$ cat src/design/xs256_pkg.sv
// Package with the beat types, the splitmix64 constants and the multiplier control struct.
`timescale 1ns / 1ps
`default_nettype none
package xs256_pkg;

  localparam int unsigned WORD_W = 64;
  localparam int unsigned UNIF_W = 54;

  localparam logic [WORD_W-1:0] GOLDEN_GAMMA = 64'h9e37_79b9_7f4a_7c15;
  localparam logic [WORD_W-1:0] MIX_MUL_A    = 64'hbf58_476d_1ce4_e5b9;
  localparam logic [WORD_W-1:0] MIX_MUL_B    = 64'h94d0_49bb_1331_11eb;

  localparam logic OP_DRAW   = 1'b0;
  localparam logic OP_RESEED = 1'b1;

  typedef struct packed {
    logic              operation;
    logic [WORD_W-1:0] seed;
  } in_beat_t;

  typedef struct packed {
    logic [WORD_W-1:0] random_word;
    logic [UNIF_W-1:0] uniform_open;
  } out_beat_t;

  typedef struct packed {
    logic start;
    logic sel_b;
  } mul_ctl_t;

endpackage
`default_nettype wire

$ cat src/design/xs256_mul.sv
// Shared 32x32 multiplier that forms the low 64 bits of an operand times a mixing constant.
`timescale 1ns / 1ps
`default_nettype none
module xs256_mul (
  input  wire logic                      clk,
  input  wire logic                      rst_n,
  input  wire xs256_pkg::mul_ctl_t       ctl,
  input  wire logic [xs256_pkg::WORD_W-1:0] operand,
  output logic                           done,
  output logic [xs256_pkg::WORD_W-1:0]   product
);
  import xs256_pkg::*;

  localparam int unsigned HALF_W = WORD_W / 2;

  localparam logic [1:0] PH_LL = 2'd0;
  localparam logic [1:0] PH_LH = 2'd1;
  localparam logic [1:0] PH_HL = 2'd2;
  localparam logic [1:0] PH_FIN = 2'd3;

  logic [WORD_W-1:0] a_r, c_r, acc_r, pp_r;
  logic [1:0]        phase_r;
  logic              busy_r, done_r;
  logic [HALF_W-1:0] mx_a, mx_c;
  logic [WORD_W-1:0] mx_p;

  assign mx_a = (phase_r == PH_HL) ? a_r[WORD_W-1:HALF_W] : a_r[HALF_W-1:0];
  assign mx_c = (phase_r == PH_LH) ? c_r[WORD_W-1:HALF_W] : c_r[HALF_W-1:0];
  assign mx_p = WORD_W'(mx_a) * WORD_W'(mx_c);

  always_ff @(posedge clk) begin
    if (!rst_n) begin
      busy_r  <= 1'b0;
      done_r  <= 1'b0;
      phase_r <= PH_LL;
    end else begin
      done_r <= 1'b0;
      if (ctl.start) begin
        busy_r  <= 1'b1;
        phase_r <= PH_LL;
      end else if (busy_r) begin
        phase_r <= phase_r + 2'd1;
        if (phase_r == PH_FIN) begin
          busy_r <= 1'b0;
          done_r <= 1'b1;
        end
      end
    end
  end

  always_ff @(posedge clk) begin
    if (ctl.start) begin
      a_r <= operand;
      c_r <= ctl.sel_b ? MIX_MUL_B : MIX_MUL_A;
    end else if (busy_r) begin
      pp_r <= mx_p;
      case (phase_r)
        PH_LL: acc_r <= acc_r;
        PH_LH: acc_r <= pp_r;
        PH_HL: acc_r <= acc_r + {pp_r[HALF_W-1:0], {HALF_W{1'b0}}};
        PH_FIN: acc_r <= acc_r + {pp_r[HALF_W-1:0], {HALF_W{1'b0}}};
        default: acc_r <= acc_r;
      endcase
    end
  end

  assign done    = done_r;
  assign product = acc_r;

endmodule
`default_nettype wire

$ cat src/design/xoshiro256ss_generator_top.sv
// Top level of the xoshiro256** generator with splitmix64 seeding.
// The input channel takes one beat per item: operation selects a draw or a
// reseed, and seed is used only by a reseed.
// A draw returns one output beat with the xoshiro256** word and the open
// interval numerator (word >> 11) + 1, which stands for a value in (0,1].
// A reseed returns no beat and fills the four state words from the seed.
// The output beat of a draw is registered after the states S_DRAW1 and
// S_DRAW2, and the next item is taken once the block is back in idle, so a
// new draw cannot start before the last one has finished; the state update
// and the two shift-add multiplies are done in those two states.
// A reseed runs four splitmix64 steps through one shared 32x32 multiplier,
// three partial products per 64-bit multiply.
// The block is not ready while an item is in work.
// After reset the block runs the same expansion with seed zero and holds
// in_ready low until that expansion is done.
// The output beat is registered; while the receiver stalls it holds, and
// the next item is still accepted, though a draw cannot finish until the
// waiting beat is taken.
`timescale 1ns / 1ps
`default_nettype none
module xoshiro256ss_generator_top (
  input  wire logic                 clk,
  input  wire logic                 rst_n,
  input  wire logic                 in_valid,
  output logic                      in_ready,
  input  wire xs256_pkg::in_beat_t  in_data,
  output logic                      out_valid,
  input  wire logic                 out_ready,
  output xs256_pkg::out_beat_t      out_data
);
  import xs256_pkg::*;

  localparam logic [2:0] S_IDLE  = 3'd0;
  localparam logic [2:0] S_ADD   = 3'd1;
  localparam logic [2:0] S_MULA  = 3'd2;
  localparam logic [2:0] S_MULB  = 3'd3;
  localparam logic [2:0] S_DRAW1 = 3'd4;
  localparam logic [2:0] S_DRAW2 = 3'd5;

  logic [2:0]        st_r;
  logic [1:0]        idx_r;
  logic [WORD_W-1:0] sm_acc_r;
  logic [WORD_W-1:0] words_r [4];
  logic [WORD_W-1:0] t_r;
  logic              out_valid_r;
  out_beat_t         out_data_r;

  mul_ctl_t          mctl;
  logic [WORD_W-1:0] m_opnd, m_prod, sm_sum, times5, draw_word;
  logic              m_done, in_fire, out_free;

  assign in_ready = (st_r == S_IDLE);
  assign in_fire  = in_valid && in_ready;
  assign out_free = !out_valid_r || out_ready;
  assign sm_sum   = sm_acc_r + GOLDEN_GAMMA;
  assign times5   = words_r[1] + {words_r[1][WORD_W-3:0], 2'b00};
  assign draw_word = t_r + {t_r[WORD_W-4:0], 3'b000};

  always_comb begin
    mctl.start = 1'b0;
    mctl.sel_b = 1'b0;
    m_opnd     = sm_sum ^ (sm_sum >> 30);
    if (st_r == S_ADD) begin
      mctl.start = 1'b1;
    end else if (st_r == S_MULA && m_done) begin
      mctl.start = 1'b1;
      mctl.sel_b = 1'b1;
      m_opnd     = m_prod ^ (m_prod >> 27);
    end
  end

  xs256_mul u_mul (
    .clk     (clk),
    .rst_n   (rst_n),
    .ctl     (mctl),
    .operand (m_opnd),
    .done    (m_done),
    .product (m_prod)
  );

  always_ff @(posedge clk) begin
    if (!rst_n) begin
      st_r        <= S_ADD;
      idx_r       <= 2'd0;
      sm_acc_r    <= '0;
      out_valid_r <= 1'b0;
    end else begin
      if (st_r == S_DRAW2 && out_free) begin
        out_valid_r <= 1'b1;
      end else if (out_ready) begin
        out_valid_r <= 1'b0;
      end
      case (st_r)
        S_IDLE: begin
          if (in_fire) begin
            if (in_data.operation == OP_RESEED) begin
              sm_acc_r <= in_data.seed;
              idx_r    <= 2'd0;
              st_r     <= S_ADD;
            end else begin
              st_r <= S_DRAW1;
            end
          end
        end
        S_ADD: begin
          sm_acc_r <= sm_sum;
          st_r     <= S_MULA;
        end
        S_MULA: begin
          if (m_done) begin
            st_r <= S_MULB;
          end
        end
        S_MULB: begin
          if (m_done) begin
            idx_r <= idx_r + 2'd1;
            st_r  <= (idx_r == 2'd3) ? S_IDLE : S_ADD;
          end
        end
        S_DRAW1: begin
          st_r <= S_DRAW2;
        end
        S_DRAW2: begin
          if (out_free) begin
            st_r <= S_IDLE;
          end
        end
        default: st_r <= S_IDLE;
      endcase
    end
  end

  always_ff @(posedge clk) begin
    if (st_r == S_MULB && m_done) begin
      words_r[idx_r] <= m_prod ^ (m_prod >> 31);
    end
    if (st_r == S_DRAW1) begin
      t_r        <= {times5[WORD_W-8:0], times5[WORD_W-1:WORD_W-7]};
      words_r[0] <= words_r[0] ^ words_r[1] ^ words_r[3];
      words_r[1] <= words_r[1] ^ words_r[2] ^ words_r[0];
      words_r[2] <= words_r[2] ^ words_r[0] ^ {words_r[1][WORD_W-18:0], 17'd0};
      words_r[3] <= {(words_r[3][WORD_W-46:0] ^ words_r[1][WORD_W-46:0]),
                     (words_r[3][WORD_W-1:WORD_W-45] ^ words_r[1][WORD_W-1:WORD_W-45])};
    end
    if (st_r == S_DRAW2 && out_free) begin
      out_data_r.random_word  <= draw_word;
      out_data_r.uniform_open <= {1'b0, draw_word[WORD_W-1:11]} + UNIF_W'(1);
    end
  end

  assign out_valid = out_valid_r;
  assign out_data  = out_data_r;

endmodule
`default_nettype wire

$ cat config.mk
export PLATFORM = sky130hd
export DESIGN_NAME = xoshiro256ss_generator_top
export DESIGN_NICKNAME = d
export VERILOG_FILES = /design/src/design/xs256_pkg.sv /design/src/design/xs256_mul.sv /design/src/design/xoshiro256ss_generator_top.sv
export SDC_FILE = /design/constraint.sdc
export NUM_CORES = 2
export LEC_CHECK = 0
export BUFFER_PORTS_ARGS = -buffer_cell sky130_fd_sc_hd__buf_2
export CAP_MARGIN = 20
export CORE_MARGIN = 4
export CORE_UTILIZATION = 41
export DETAILED_ROUTE_END_ITERATION = 10
export PLACE_DENSITY = 0.64
export SETUP_SLACK_MARGIN = 0.2
export SLEW_MARGIN = 20
export SYNTH_ARGS = -nofsm -noshare
export SYNTH_HDL_FRONTEND = slang
export SYNTH_HIERARCHICAL = 1
export SYNTH_SLANG_ARGS = --single-unit
$ cat constraint.sdc
create_clock -name clk -period 22.7 [get_ports clk]
set_input_delay 4.54 -clock clk [delete_from_list [all_inputs] [get_ports clk]]
set_output_delay 4.54 -clock clk [all_outputs]
set_load 0.1 [all_outputs]
==> results.yml <==
yosys:
  synthXorXnorAreaFrac_pct: 8.98
  area_leader_netlist: "edfxtp_1"
  synth_top_cell_area_share_pct: 27.0
  yosys_most_used_dff: "edfxtp_1"
  synth_top_cells_by_area: "edfxtp_1 (27%), fa_1 (23%), ha_1 (8.9%), inv_1 (5.4%), xnor2_1 (5.1%)"
  synthesis.nets: 8425
  synth_common_cells: "inv_1 (1,015), fa_1 (813), edfxtp_1 (632)"
  post_synthesis_sequential_area_ratio_pct: 29.1
  synthArstFlopShare_pct: 0
  muxShareOfSynthArea_pct: 0.690
  synth_fa_ha_area_share_pct: 32.1
  synth_top_family_by_area: "adder cells"
  syn_area_sq_um: 70400
  syn_inst: 7041
  number_of_synthesized_flops_with_an_enable_pin: 632
  postSynthRegisterBits: 706
  synth_compound_area_share_pct: 12.0
  yosysUniqueCellTypes: 102
  synthSimpleGateAreaFrac_pct: 10.5
  yosysMostFrequentCell: "inv_1"
  post_synth.cell_area_avg_sq_um: 10.0
  yosysWarnings: 6
clock_tree:
  cts_setup_buffers: 0
  ctsLongestPathBuffers: 3
  cts.root.buffer_cell: "clkbuf_16"
  clock_latency_ns: 0.67
  postCtsResizedCells: 0
  cts_hold_bufs: 0
  numClockSinks: 706
  clkTransAtPathRegs_ns: 0.06
  cts_buffers: 77
  cts_tree: "yes"
  h-tree-depth: 3
layout:
  finish.net_count: 8491
  ratio_of_cells_with_drive_above_1_in_the_final_layout_pct: 6.23
  syn2layout_area_growth_pct: 8.13
global_route:
  vias_in_the_first_global_route: 53496
  grt_first_pass_wirelength_mm: 347
  gr-usage-all-layers_pct: 25.8
  grt_antenna_before_repair: 3
  global_route_congestion_overflow_total: 0
  grt_max_degree: 123
timing:
  fin_worst_skew_ns: 0.0362
  hold_viol_final: 0
  worstMarginPinSlew_ns: 1.11
  rsz_0062_raised_after_global_routing: "false"
  max_freq_ghz: 0.0906
  hold-worst-slack_ns: 0.488
  final_tns_setup_ns: 0
  final_max_slew_viol_count: 0
  setup-violations-final: 0
  max-slew-margin-rel_pct: 24.3
  post-route-min-period_ns: 11.04
  min_period_over_period_pct: 48.6
route:
  routed_via_density: 5.57
  drt_pre_antenna_iters: 6
  remaining_drc_errors: 0
  detail-route-antenna-nets: 0
  drt-total-wl_mm: 233
  route.detailed.wl_per_inst_um: 24.8
  vias: 52335
  dr.first_iter.drc_count: 5467
setup_path:
  timing.rr.end: "u_mul/pp_r[61]$_DFFE_PP_"
  r2r-start: "u_mul/phase_r[0]$_SDFFE_PP0P_"
  timing.critical_path.to_type: "flop"
  worst_ep_arrival_time_ns: 11.46
  setup.worst_path.end: "u_mul/pp_r[61]$_DFFE_PP_"
  reg2reg_slack_ns: 11.66
  worst_r2r_path_depth: 31
  worst_setup_path_start_kind: "flop"
  critical-path-slowest-cell: "mux2i_1"
  timing_worst_setup_path_type: "reg -> reg"
  critical_path_rt_ns: 23.12
  setup.worst_path.start: "u_mul/phase_r[0]$_SDFFE_PP0P_"
  cp_common_cell: "fa_1"
  critical_path.max_fanout: 28
  worst_path_largest_cell_delay_ns: 0.76
floorplanning:
  die_x_um: 422
  row_count: 151
  effective_utilization_at_floorplan_pct: 41.4
  fp.coreArea_sq_um: 170000
  ios: 189
  dieArea_sq_um: 178000
  die_height_um: 422
placement:
  port_buffers: 188
  dp.final_hpwl_mm: 193
  gpl.final_weighted_congestion: 1.03
outcome:
  status: "finished clean"
run:
  cap_violations: 0
min_path:
  hp-class: "reg -> reg"
==> cells by family after synthesis <==
kind of cell | Yosys count
AO/OA/AOI/OAI | 1386
XOR/XNOR | 721
buffers and inverters | 1260
AND/OR/NAND/NOR | 1608
flip-flops | 706
adder cells (fa/ha/maj) | 1315
multiplexers | 45
==> worst min-delay path by stage <==
stage / startpoint / end / slack [ns] / depth (start not counted)
after CTS: sm_acc_r[63]$_SDFFE_PN0P_ / sm_acc_r[63]$_SDFFE_PN0P_ / 0.49 / 2
after floorplan: t_r[0]$_DFFE_PP_ / out_data[54]$_DFFE_PP_ / 0.43 / 0
after detailed placement: sm_acc_r[63]$_SDFFE_PN0P_ / sm_acc_r[63]$_SDFFE_PN0P_ / 0.48 / 2
final: sm_acc_r[63]$_SDFFE_PN0P_ / sm_acc_r[63]$_SDFFE_PN0P_ / 0.49 / 2
after global routing: sm_acc_r[60]$_SDFFE_PN0P_ / sm_acc_r[60]$_SDFFE_PN0P_ / 0.53 / 2
after global placement: sm_acc_r[63]$_SDFFE_PN0P_ / sm_acc_r[63]$_SDFFE_PN0P_ / 0.47 / 2
==> layout by cell type, fill, tap and decap left out, types with 21 or more instances in the layout <==
master,n
o31ai_1,25
o21bai_1,32
nand4_1,65
nand2b_1,26
clkinv_1,21
nor2b_1,26
nor2_1,560
and3_1,64
buf_4,40
a21o_1,163
edfxtp_1,632
a31oi_1,22
o211ai_1,22
o21ai_1,24
xnor2_1,410
nand3_1,94
nand2_1,509
nor4_1,21
xor2_1,310
o21a_1,30
dfxtp_1,74
a21oi_1,444
and2_1,70
o21ai_0,420
a22oi_1,25
clkbuf_16,79
a211oi_1,29
inv_1,1012
buf_2,188
ha_1,500
fa_1,813
nor3_1,63
mux2_2,28
==> worst max-delay path, delay by kind of cell, from the launching register on <==
kind | cells | cell delay, ns
fa+ha+maj | 10 | 4.81
compound gates | 6 | 1.68
buf+inv | 7 | 1.64
simple gates | 6 | 1.45
mux | 1 | 0.76
flops | 1 | 0.37
xor+xnor | 1 | 0.08
==> area by class of cell <==
class	instances	area [sq um]
tap	2218	2780
timing repair buffer	228	1240
multi-input combinational	5075	45300
clock buffer	94	2040
inverter	1019	3830
clock inverter	48	458
fill	16192	93900
sequential	706	20500
antenna	4	10.0
==> metrics by stage <==
stage,cells,setup slack [ns],area (sq um),utilization (%)
2_1_floorplan,7041,12.21,70400,-
3_3_place_gp,9246,12.00,73600,43.3
3_5_place_dp,9246,11.84,73600,43.3
4_1_cts,9388,11.82,76100,44.7
5_1_grt,9388,11.41,76100,44.7
6_report,9392,11.66,76100,44.8
==> sequential cells by signal, indices dropped and copies added, names as in the netlist <==
signal         flops
st_r               3
t_r               64
out_data         118
u_mul/done         1
u_mul/pp_r        64
words_r          256
u_mul/a_r         64
u_mul/busy_r       1
out_valid          1
idx_r              2
u_mul/product     64
sm_acc_r          64
u_mul/phase_r      2
u_mul/c_r          2
==> metal layers <==
layer  routed length, um  vias up  GRT usage (%)
met5                  24        -              0
met4               12400        4           11.2
met3               16600      425           4.42
met2              109000     2124           42.1
met1               95200    26107           33.8
li1                    -    23675              -
Power is left out: the tool's default activity adds up to more than one toggle a clock period on the data nets, which glitch-free logic cannot reach.
